### src/shash_pkg.sv
// ----------------------------------------------------------------------------
// SeaHash four-lane hasher package
// Shared constants, the queue item type and the sequencer state type.
// ----------------------------------------------------------------------------
package shash_pkg;

    localparam int WORD_W      = 64;
    localparam int COUNT_W     = 4;
    localparam int NUM_LANES   = 4;
    localparam int LANE_IDX_W  = 2;
    localparam int CFG_IDX_W   = 2;
    localparam int QUEUE_DEPTH = 4;

    localparam logic [COUNT_W-1:0] BYTES_PER_WORD = 4'd8;

    localparam logic [WORD_W-1:0] DIFFUSE_MUL = 64'h6eed0e9da4d94a4f;
    localparam logic [WORD_W-1:0] SEED0_RESET = 64'h16f11fe89b0d677c;
    localparam logic [WORD_W-1:0] SEED1_RESET = 64'hb480a793d8e6c86c;
    localparam logic [WORD_W-1:0] SEED2_RESET = 64'h6fe2e5aaf078ebc9;
    localparam logic [WORD_W-1:0] SEED3_RESET = 64'h14f994a4c5259381;

    localparam logic [CFG_IDX_W-1:0] CFG_SEED_LANE0 = 2'd0;
    localparam logic [CFG_IDX_W-1:0] CFG_SEED_LANE1 = 2'd1;
    localparam logic [CFG_IDX_W-1:0] CFG_SEED_LANE2 = 2'd2;
    localparam logic [CFG_IDX_W-1:0] CFG_SEED_LANE3 = 2'd3;

    typedef struct packed {
        logic [WORD_W-1:0]  word;
        logic [COUNT_W-1:0] count;
        logic               last;
    } shash_item_t;

    typedef struct packed {
        logic        valid;
        shash_item_t item;
    } shash_queue_head_t;

    typedef enum logic [2:0] {
        ST_IDLE,
        ST_MUL1_LO,
        ST_MUL1_HI,
        ST_SHIFT,
        ST_MUL2_LO,
        ST_MUL2_HI,
        ST_FOLD
    } shash_state_t;

endpackage

### src/seahash_four_lane_hasher_unit.sv
// ----------------------------------------------------------------------------
// SeaHash four-lane hasher
// Computes the 64-bit SeaHash of a message streamed as little-endian words.
// ----------------------------------------------------------------------------
// Input channel (s_*): one transaction per message word, up to eight bytes,
// with s_byte_count giving the valid bytes and s_last_word closing the
// message. An empty message is a single transaction with zero bytes and the
// last mark. Output channel (m_*): one transaction per message, carrying
// the hash. The user is to write seeds on the cfg_* port only while the
// block is idle; the block itself does not enforce this. Seeds take effect
// at the next message. Words pass through a small queue into a sequencer
// that owns one shared multiplier. Each word with data is handled there in
// steps: the lane load, a 64-bit multiply in a low and a high step, the
// shift step and a second multiply. Closing a message runs the fold and then
// its diffusion through the same multiply, shift and multiply steps. The
// front keeps accepting words while the queue has room.
// Reset restores the default seeds and empties the queue and the output
// register. When the receiver stalls, the hash waits in the output register
// and the queue absorbs further words until it fills.
// ----------------------------------------------------------------------------
module seahash_four_lane_hasher_unit #(
    parameter int QueueDepth = shash_pkg::QUEUE_DEPTH
) (
    input  logic                              aclk,
    input  logic                              aresetn,
    input  logic                              cfg_wr_en,
    input  logic [shash_pkg::CFG_IDX_W-1:0]   cfg_index,
    input  logic [shash_pkg::WORD_W-1:0]      cfg_data,
    input  logic                              s_valid,
    output logic                              s_ready,
    input  logic [shash_pkg::WORD_W-1:0]      s_data_word,
    input  logic [shash_pkg::COUNT_W-1:0]     s_byte_count,
    input  logic                              s_last_word,
    output logic                              m_valid,
    input  logic                              m_ready,
    output logic [shash_pkg::WORD_W-1:0]      m_hash_value
);
    import shash_pkg::*;

    shash_queue_head_t q_head;
    logic              q_pop;

    shash_front #(
        .QueueDepth (QueueDepth)
    ) u_front (
        .aclk         (aclk),
        .aresetn      (aresetn),
        .s_valid      (s_valid),
        .s_ready      (s_ready),
        .s_data_word  (s_data_word),
        .s_byte_count (s_byte_count),
        .s_last_word  (s_last_word),
        .q_head       (q_head),
        .q_pop        (q_pop)
    );

    shash_core u_core (
        .aclk         (aclk),
        .aresetn      (aresetn),
        .cfg_wr_en    (cfg_wr_en),
        .cfg_index    (cfg_index),
        .cfg_data     (cfg_data),
        .q_head       (q_head),
        .q_pop        (q_pop),
        .m_valid      (m_valid),
        .m_ready      (m_ready),
        .m_hash_value (m_hash_value)
    );

endmodule

### src/shash_front.sv
// ----------------------------------------------------------------------------
// SeaHash front end
// Accepts words, clamps the byte count, masks unused bytes and queues them.
// ----------------------------------------------------------------------------
module shash_front #(
    parameter int QueueDepth = shash_pkg::QUEUE_DEPTH
) (
    input  logic                               aclk,
    input  logic                               aresetn,
    input  logic                               s_valid,
    output logic                               s_ready,
    input  logic [shash_pkg::WORD_W-1:0]       s_data_word,
    input  logic [shash_pkg::COUNT_W-1:0]      s_byte_count,
    input  logic                               s_last_word,
    output shash_pkg::shash_queue_head_t       q_head,
    input  logic                               q_pop
);
    import shash_pkg::*;

    localparam int PTR_W = (QueueDepth > 1) ? $clog2(QueueDepth) : 1;
    localparam int CNT_W = $clog2(QueueDepth + 1);
    localparam logic [PTR_W-1:0] LAST_PTR = PTR_W'(QueueDepth - 1);
    localparam logic [CNT_W-1:0] FULL_CNT = CNT_W'(QueueDepth);

    shash_item_t        queue_reg [QueueDepth];
    logic [PTR_W-1:0]   wr_ptr_reg, wr_ptr_next;
    logic [PTR_W-1:0]   rd_ptr_reg, rd_ptr_next;
    logic [CNT_W-1:0]   fill_reg, fill_next;
    logic               push, pop;
    logic [COUNT_W-1:0] count_clamped;
    logic [WORD_W-1:0]  word_masked;
    shash_item_t        new_item;

    always_comb begin
        count_clamped = (s_byte_count > BYTES_PER_WORD) ? BYTES_PER_WORD : s_byte_count;
        for (int b = 0; b < 8; b++) begin
            word_masked[b*8 +: 8] = (COUNT_W'(b) < count_clamped) ? s_data_word[b*8 +: 8]
                                                                  : 8'h00;
        end
        new_item.word  = word_masked;
        new_item.count = count_clamped;
        new_item.last  = s_last_word;
    end

    assign s_ready      = (fill_reg != FULL_CNT);
    assign push         = s_valid && s_ready;
    assign q_head.valid = (fill_reg != '0);
    assign q_head.item  = queue_reg[rd_ptr_reg];
    assign pop          = q_pop && q_head.valid;

    always_comb begin
        wr_ptr_next = wr_ptr_reg;
        rd_ptr_next = rd_ptr_reg;
        fill_next   = fill_reg;
        if (push) begin
            wr_ptr_next = (wr_ptr_reg == LAST_PTR) ? '0 : wr_ptr_reg + 1'b1;
        end
        if (pop) begin
            rd_ptr_next = (rd_ptr_reg == LAST_PTR) ? '0 : rd_ptr_reg + 1'b1;
        end
        if (push && !pop) begin
            fill_next = fill_reg + 1'b1;
        end else if (pop && !push) begin
            fill_next = fill_reg - 1'b1;
        end
    end

    always_ff @(posedge aclk) begin
        if (!aresetn) begin
            wr_ptr_reg <= '0;
            rd_ptr_reg <= '0;
            fill_reg   <= '0;
        end else begin
            wr_ptr_reg <= wr_ptr_next;
            rd_ptr_reg <= rd_ptr_next;
            fill_reg   <= fill_next;
        end
    end

    always_ff @(posedge aclk) begin
        if (push) begin
            queue_reg[wr_ptr_reg] <= new_item;
        end
    end

endmodule

### src/shash_mul.sv
// ----------------------------------------------------------------------------
// SeaHash diffusion multiplier
// 64-bit by constant multiply in a low and a high step, keeping the low 64 product bits.
// ----------------------------------------------------------------------------
module shash_mul (
    input  logic                         aclk,
    input  logic                         lo_en,
    input  logic [shash_pkg::WORD_W-1:0] operand,
    output logic [shash_pkg::WORD_W-1:0] product
);
    import shash_pkg::*;

    logic [WORD_W-1:0] low_prod_reg;
    logic [WORD_W-1:0] low_prod_next;
    logic [31:0]       cross_a, cross_b;

    assign low_prod_next = {32'b0, operand[31:0]} * {32'b0, DIFFUSE_MUL[31:0]};
    assign cross_a       = operand[31:0] * DIFFUSE_MUL[63:32];
    assign cross_b       = operand[63:32] * DIFFUSE_MUL[31:0];
    assign product       = low_prod_reg + {cross_a + cross_b, 32'b0};

    always_ff @(posedge aclk) begin
        if (lo_en) begin
            low_prod_reg <= low_prod_next;
        end
    end

endmodule

### src/shash_core.sv
// ----------------------------------------------------------------------------
// SeaHash back end
// Holds the seeds and lanes, runs the diffusion sequence and the final fold.
// ----------------------------------------------------------------------------
module shash_core (
    input  logic                                aclk,
    input  logic                                aresetn,
    input  logic                                cfg_wr_en,
    input  logic [shash_pkg::CFG_IDX_W-1:0]     cfg_index,
    input  logic [shash_pkg::WORD_W-1:0]        cfg_data,
    input  shash_pkg::shash_queue_head_t        q_head,
    output logic                                q_pop,
    output logic                                m_valid,
    input  logic                                m_ready,
    output logic [shash_pkg::WORD_W-1:0]        m_hash_value
);
    import shash_pkg::*;

    shash_state_t          state_reg, state_next;
    logic [WORD_W-1:0]     seed_reg [NUM_LANES];
    logic [WORD_W-1:0]     lane_reg [NUM_LANES];
    logic [LANE_IDX_W-1:0] ptr_reg;
    logic [WORD_W-1:0]     total_reg;
    logic                  in_msg_reg;
    logic                  last_reg;
    logic                  final_reg;
    logic [WORD_W-1:0]     acc_reg;
    logic                  out_valid_reg;
    logic [WORD_W-1:0]     out_hash_reg;

    logic                  mul_lo_en;
    logic                  fold_go;
    logic                  msg_start;
    logic [WORD_W-1:0]     lane_cur;
    logic [WORD_W-1:0]     total_base;
    logic [WORD_W-1:0]     product;
    logic [WORD_W-1:0]     shifted;

    shash_mul u_mul (
        .aclk    (aclk),
        .lo_en   (mul_lo_en),
        .operand (acc_reg),
        .product (product)
    );

    always_comb begin
        state_next = state_reg;
        unique case (state_reg)
            ST_IDLE: begin
                if (q_head.valid) begin
                    if (q_head.item.count != '0) begin
                        state_next = ST_MUL1_LO;
                    end else if (q_head.item.last) begin
                        state_next = ST_FOLD;
                    end
                end
            end
            ST_MUL1_LO: state_next = ST_MUL1_HI;
            ST_MUL1_HI: state_next = ST_SHIFT;
            ST_SHIFT:   state_next = ST_MUL2_LO;
            ST_MUL2_LO: state_next = ST_MUL2_HI;
            ST_MUL2_HI: begin
                if (!final_reg && last_reg) begin
                    state_next = ST_FOLD;
                end else begin
                    state_next = ST_IDLE;
                end
            end
            ST_FOLD: begin
                if (fold_go) begin
                    state_next = ST_MUL1_LO;
                end
            end
            default: state_next = ST_IDLE;
        endcase
    end

    always_comb begin
        q_pop     = 1'b0;
        mul_lo_en = 1'b0;
        fold_go   = 1'b0;
        unique case (state_reg)
            ST_IDLE:    q_pop     = q_head.valid;
            ST_MUL1_LO: mul_lo_en = 1'b1;
            ST_MUL2_LO: mul_lo_en = 1'b1;
            ST_FOLD:    fold_go   = !out_valid_reg || m_ready;
            default: begin
            end
        endcase
    end

    assign msg_start  = !in_msg_reg;
    assign lane_cur   = msg_start ? seed_reg[0] : lane_reg[ptr_reg];
    assign total_base = msg_start ? '0 : total_reg;
    assign shifted    = acc_reg ^ ((acc_reg >> 32) >> acc_reg[63:60]);

    assign m_valid      = out_valid_reg;
    assign m_hash_value = out_hash_reg;

    always_ff @(posedge aclk) begin
        if (!aresetn) begin
            state_reg     <= ST_IDLE;
            ptr_reg       <= '0;
            in_msg_reg    <= 1'b0;
            last_reg      <= 1'b0;
            final_reg     <= 1'b0;
            out_valid_reg <= 1'b0;
            seed_reg[0]   <= SEED0_RESET;
            seed_reg[1]   <= SEED1_RESET;
            seed_reg[2]   <= SEED2_RESET;
            seed_reg[3]   <= SEED3_RESET;
        end else begin
            state_reg <= state_next;
            if (cfg_wr_en) begin
                unique case (cfg_index)
                    CFG_SEED_LANE0: seed_reg[0] <= cfg_data;
                    CFG_SEED_LANE1: seed_reg[1] <= cfg_data;
                    CFG_SEED_LANE2: seed_reg[2] <= cfg_data;
                    CFG_SEED_LANE3: seed_reg[3] <= cfg_data;
                    default: begin
                    end
                endcase
            end
            if (m_ready) begin
                out_valid_reg <= 1'b0;
            end
            if (q_pop) begin
                last_reg   <= q_head.item.last;
                final_reg  <= 1'b0;
                in_msg_reg <= 1'b1;
                if (msg_start) begin
                    ptr_reg <= '0;
                end
                if (q_head.item.count == '0 && q_head.item.last) begin
                    in_msg_reg <= 1'b1;
                end
            end
            if (fold_go) begin
                final_reg <= 1'b1;
            end
            if (state_reg == ST_MUL2_HI) begin
                if (final_reg) begin
                    out_valid_reg <= 1'b1;
                    in_msg_reg    <= 1'b0;
                end else begin
                    ptr_reg <= ptr_reg + 1'b1;
                end
            end
        end
    end

    always_ff @(posedge aclk) begin
        if (q_pop) begin
            acc_reg   <= lane_cur ^ q_head.item.word;
            total_reg <= total_base + {{(WORD_W-COUNT_W){1'b0}}, q_head.item.count};
            if (msg_start) begin
                for (int i = 0; i < NUM_LANES; i++) begin
                    lane_reg[i] <= seed_reg[i];
                end
            end
        end
        if (state_reg == ST_MUL1_HI) begin
            acc_reg <= product;
        end
        if (state_reg == ST_SHIFT) begin
            acc_reg <= shifted;
        end
        if (fold_go) begin
            acc_reg <= (lane_reg[0] ^ lane_reg[1]) ^ (lane_reg[2] ^ lane_reg[3]) ^ total_reg;
        end
        if (state_reg == ST_MUL2_HI) begin
            if (final_reg) begin
                out_hash_reg <= product;
            end else begin
                lane_reg[ptr_reg] <= product;
            end
        end
    end

endmodule

### config.mk
export PLATFORM = sky130hd
export DESIGN_NAME = seahash_four_lane_hasher_unit
export DESIGN_NICKNAME = d
export VERILOG_FILES = /design/src/shash_pkg.sv /design/src/seahash_four_lane_hasher_unit.sv /design/src/shash_front.sv /design/src/shash_mul.sv /design/src/shash_core.sv
export SDC_FILE = /design/constraint.sdc
export NUM_CORES = 2
export LEC_CHECK = 0
export BUFFER_PORTS_ARGS = -buffer_cell sky130_fd_sc_hd__buf_2
export CAP_MARGIN = 25
export CORE_ASPECT_RATIO = 1.75
export CORE_MARGIN = 3
export CORE_UTILIZATION = 55
export CTS_CLUSTER_SIZE = 40
export DETAILED_ROUTE_END_ITERATION = 10
export PLACE_DENSITY = 0.75
export SYNTH_ARGS = -nofsm -noshare
export SYNTH_HDL_FRONTEND = slang
export SYNTH_HIERARCHICAL = 1
export SYNTH_SLANG_ARGS = --single-unit
### constraint.sdc
create_clock -name aclk -period 9.5 [get_ports aclk]
set_input_delay 0.95 -clock aclk [delete_from_list [all_inputs] [get_ports aclk]]
set_output_delay 0.95 -clock aclk [all_outputs]
set_load 0.05 [all_outputs]
Yosys cells after proc, flatten, opt, wreduce, memory -nomap -nowiden --
Memories as Yosys holds them, arrays and structs flattened. A register that Yosys moved wholly into a read port is not among the register bits. Cells that the tools add are included.
Operators by class: add/sub/neg operators 8, multipliers 3, $lt $le $gt $ge 9, eq/ne operators 15, shifts and indexed selects 1, mux-type cells 75, bitwise logic cells 10, reduce and logical (&&, ||, !) cells 21
Operator list (number):
- $mux 64 | 11
- $xor 64x64->64 | 6
- $add 64x4->64 | 1
- $add 64x64->64 | 1
- $mul 32x32->64 const B | 1
- $mux 8 | 8
- $reduce_or 64->1 | 1
- $shr 32x4->64 | 1
- $mux 1 | 37
- $add 32x32->32 | 1
- $mul 32x31->32 const B | 1
- $mul 32x32->32 const B | 1
- $mux 3 | 7
- $pmux 3 s7 | 1
- $mux 2 | 10
- $lt 3x4->1 const A | 4
- $eq 3x3->1 const B | 3
- $eq 2x2->1 const B | 4
- $lt 1x4->1 const A | 2
- $lt 2x4->1 const A | 2
- $reduce_bool 4->1 | 2
- $add 2x1->2 const B | 3
- $eq 3x2->1 const B | 2
- $logic_and 1x1->1 | 5
- 19 further kinds | 27
Storage, ports and cells: flip-flop bits (word level) 272, RAM bits 788, input port bits 140, output and inout port bits 66, logic and storage cells 158, memories kept 3
Memories:
- u_front.queue_reg | depth 4, width 69, rd ports 1, clocked after Yosys merged registers in 1, wr ports 1, RTL line shash_front.sv:25 | shash_item_t queue_reg [QueueDepth];
- u_core.lane_reg | depth 4, width 64, rd ports 5, clocked after Yosys merged registers in 1, wr ports 4, RTL line shash_core.sv:21 | logic [WORD_W-1:0] lane_reg [NUM_LANES];
- u_core.seed_reg | depth 4, width 64, rd ports 4, clocked after Yosys merged registers in 0, wr ports 4, RTL line shash_core.sv:20 | logic [WORD_W-1:0] seed_reg [NUM_LANES];

Logic depth before layout (Yosys ltp) --
depth in word-level cells 6, gate-level depth with buffers 38, gate-level depth less buffers 38

Modules after synthesis --
Netlist, hierarchy kept.
By module, submodules not included:
- shash_mul | times used 1, cells each 3708, area an instance 37800.0 µm², sequential area each 1921.8 µm²
- shash_core | times used 1, cells each 2575, area an instance 36450.0 µm², sequential area each 21320.4 µm²
- shash_front | times used 1, cells each 491, area an instance 10925.5 µm², sequential area each 8468.1 µm²

Worst setup path after synthesis --
No wires, ideal clock.
path type register to register, start register u_core.acc_reg[11], end register u_core.acc_reg[63], data pin, setup time 0.266 ns, data arrival time 8.442 ns, data required time 9.234 ns, slack 0.792 ns, stages on the path, launching flop included 34, path buffers 0, period minus slack after synthesis 8.708 ns, path through edfxtp_1 > ha_1 > fa_1 > fa_1 > fa_1 > ha_1 > inv_1 > fa_1 > inv_1 > fa_1 > fa_1 > inv_1 > fa_1 > inv_1 > ha_1 > nand3_1 > nor2_1 > o21ai_0 > a21oi_1 > o311ai_1 > a21oi_1 > or2_2 > xor2_1 > ha_1 > a21o_1 > a21oi_1 > o21ai_0 > a21oi_1 > a311oi_1 > and2_1 > a221oi_1 > xnor2_1 > a32oi_1 > o21ai_1
On the way: word-level cells in the longest chain between the ends 6
Ends and longest elaborated chain:
- start, declared | RTL line shash_core.sv:27 | logic [WORD_W-1:0] acc_reg;
- start signal, assigned | RTL line shash_core.sv:154 | acc_reg <= lane_cur ^ q_head.item.word;
- start signal, assigned | RTL line shash_core.sv:163 | acc_reg <= product;
- start signal, assigned | RTL line shash_core.sv:166 | acc_reg <= shifted;
- $mul 32x31->32 | RTL line shash_mul.sv:18 | assign cross_a = operand[31:0] * DIFFUSE_MUL[63:32];
- $add 32x32->32 | RTL line shash_mul.sv:20 | assign product = low_prod_reg + {cross_a + cross_b, 32'b0};
- $add 64x64->64 | RTL line shash_mul.sv:20
- via u_core.product[63] | RTL line shash_core.sv:36 | logic [WORD_W-1:0] product;
- $mux 64 | RTL line shash_core.sv:162 | if (state_reg == ST_MUL1_HI) begin
- $mux 64 | RTL line shash_core.sv:165 | if (state_reg == ST_SHIFT) begin
- $mux 64 | RTL line shash_core.sv:168 | if (fold_go) begin
The timed path passes the listed nets, and every way through them passes these cells. A chain may end at the register's enable or synchronous reset.

Final worst setup path --
start register u_core.acc_reg[17], end register u_core.acc_reg[63], data pin
The elaborated chain is that of the path after synthesis.

==> results.yml <==
run_status:
  run_status: "finished, final reports clean"
die:
  dieArea_mm2: 0.160
  coreArea_mm2: 0.154
  die_w_um: 303
  start_util_pct: 55.5
  die_height_um: 527
  top_level_ports: 206
  rows: 190
hold_path:
  hp-class: "input port to flip-flop"
  min_from: "s_last_word"
  hold_depth: 1
  worstHoldEndpoint: "u_front/queue_reg[2][0]"
route:
  drtIter0Drc: 5366
  drc: 0
  avgRoutedWirePerCell_um: 31.6
  vias_per_cell: 6.06
  antenna_left: 0
  vias: 56270
  wl_um: 293000
  drt_first_pass_iters: 6
run:
  maxCapViolCount: 0
setup_path:
  crit_slowest_cell: "fa_1"
  arrival_ns: 9.77
  r2r_cells: 28
  r2r_end: "u_core/acc_reg[63]"
  criticalPathCategory: "flip-flop to flip-flop"
  cp-end-kind: "flip-flop"
  cpPeakStageDelay_ns: 0.82
  cp_max_fo: 6
  critPathLaunchType: "flip-flop"
  critPathLaunch: "u_core/acc_reg[17]"
  reg2reg_slack_ns: 0.18
  cp_data_required_time_ns: 9.96
  worst_r2r_startpoint: "u_core/acc_reg[17]"
  cp_common_cell: "fa_1"
synthesis:
  syn_inst: 6774
  synth_top_area_share_pct: 36.8
  yosysMostFrequentCell: "inv_1"
  synth-seq-area-share_pct: 37.2
  synth_top_cells_by_count: "inv_1 (1,260), edfxtp_1 (1,044), fa_1 (820)"
  synth-seq-cells: 1062
  netlist.top_cell.by_area: "edfxtp_1"
  async_reset_ff_share_pct: 0
  synth_edf_count: 1044
  syn_avg_cell_area_um2: 12.6
  yosys.cell_types.count: 108
  synth.cell_area_mm2: 0.0852
  yosys-top-cells-area: "edfxtp_1 (37%), fa_1 (19%), ha_1 (11%)"
  ys.flop_type: "edfxtp_1"
  ys_warn_count: 6
  syn-num-nets: 8472
cts:
  cts_sinks: 1062
  cts-root-buf: "clkbuf_16"
  clk_pin_slew_worst_paths_ns: 0.07
  cts_buffer_depth: 3
  cts_tree: "done"
  cts_made_buffers: 98
  clk_latency_ns: 0.77
  htree_levels: 3
global_route:
  grt_max_degree: 68
  grt_pass1_vias: 59941
  grt_pass1_wl_um: 416000
  grtUsageTotal_pct: 37.2
  antenna_found_initial: 26
  grt_overflow: 0
layout:
  largest_register_ffs: 276
  layout.nets: 8879
  num-fill-cells: 12257
  layout.cells.non_filler: 9293
  drive_gt1_share_pct: 16.4
  syn_to_final_growth_pct: 10.2
sta:
  layout_setup_ws_ns: 0.183
  fin_worst_skew_ns: 0.0722
  setup_tns_ns: 0
  finalMaxSlewViolations: 0
  setup_viol: 0
  slew_headroom_pct: 11.2
  worstMarginPinSlew_ns: 1.33
  hold_viol: 0
  hold_ws_ns: 0.426
  period_share_pct: 98.1
  max_freq_mhz: 107
  finalCriticalPeriod_ns: 9.32
  rsz0062_at_grt: "yes"
place:
  io_buffers: 205
  numPlacedInstances: 9082
  post-dp-hpwl_um: 235000
  gp_congestion: 1.05
  place_ws_ns: -0.0871
==> placed cells by master, fill, tap and decap left out, types with 43 or more instances in the layout <==
cell type and n:
buf_4 325, fa_1 815, mux2i_1 90, mux4_2 156, nand2_1 142, mux2_2 222
nor2b_1 68, clkbuf_16 98, buf_2 206, nand3_1 62, nor2_1 141, edfxtp_1 1044
o21ai_0 113, xnor2_1 433, and2_1 151, inv_1 1256, or3_1 148, a21oi_1 173
nor3_1 43, a21o_1 66, xor2_1 156, ha_1 734
==> metrics by stage <==
stage	cell area, um^2	util, %
after floorplan	85200	-
after global placement	90100	58.7
after detailed placement	90100	58.7
after CTS	93500	60.9
after global routing	93800	61.1
final	93900	61.1
==> layout make-up <==
type	instances	area, um^2	area share [%]
multi-input cells	4219	47800	51.0
well taps	2016	2520	2.69
flip-flops and latches	1062	31700	33.8
clock buffers	117	2550	2.72
clock inverters	67	837	0.892
inverters	1263	4740	5.06
repair buffers	537	3580	3.82
diodes	12	30.0	0.0320
==> metal layers <==
metal	part of all wire (%)	GRT usage, %	vias to the layer above	routed length (um)
met5	0.022	0	-	65
li1	-	-	23837	-
met1	32	39.9	28593	92800
met3	7.0	5.79	982	20500
met4	11	31.2	10	32000
met2	50	63.9	2848	148000
==> how the worst max path moves through the flow <==
stage / end / slack [ns] / cells after the start
6_report: u_core/acc_reg[63] / 0.18 / 28
5_1_grt: u_core/acc_reg[61] / -0.1 / 35
4_1_cts: u_core/acc_reg[60] / 0.10 / 33
3_5_place_dp: u_core/acc_reg[63] / -0.09 / 33
3_3_place_gp: u_core/acc_reg[61] / -0.02 / 33
2_1_floorplan: u_core/acc_reg[63] / 0.79 / 33
==> worst max-delay path: cells and delay by family (launching register included) <==
family,cells,cell delay [ns]
fa+ha+maj,11,5.67
compound gates,9,1.75
buf+inv,5,0.64
xor+xnor,2,0.49
flops,1,0.45
simple gates,1,0.08
==> cells by family (layout without fill, tap and decap cells) <==
group                    after synthesis  count (layout)  synth area share, %
AO/OA/AOI/OAI                        614             614                 4.70
XOR/XNOR                             591             591                 6.08
adder cells (fa/ha/maj)             1558            1558                 30.1
buffers and inverters               1493            1984                 6.99
flip-flops                          1062            1062                 37.2
multiplexers                         509             509                 8.66
other                                  0              12                    0
AND/OR/NAND/NOR                      947             947                 6.22
==> repair_timing <==
action                                  CTS  global route
pin swaps                                 0             9
resized for setup                         2            32
endpoints found under the setup margin    6            29
hold buffers                              0             0
buffers inserted                          0            12
Power is left out: the tool's default activity adds up to more than one toggle a clock period on the data nets, which glitch-free logic cannot reach.
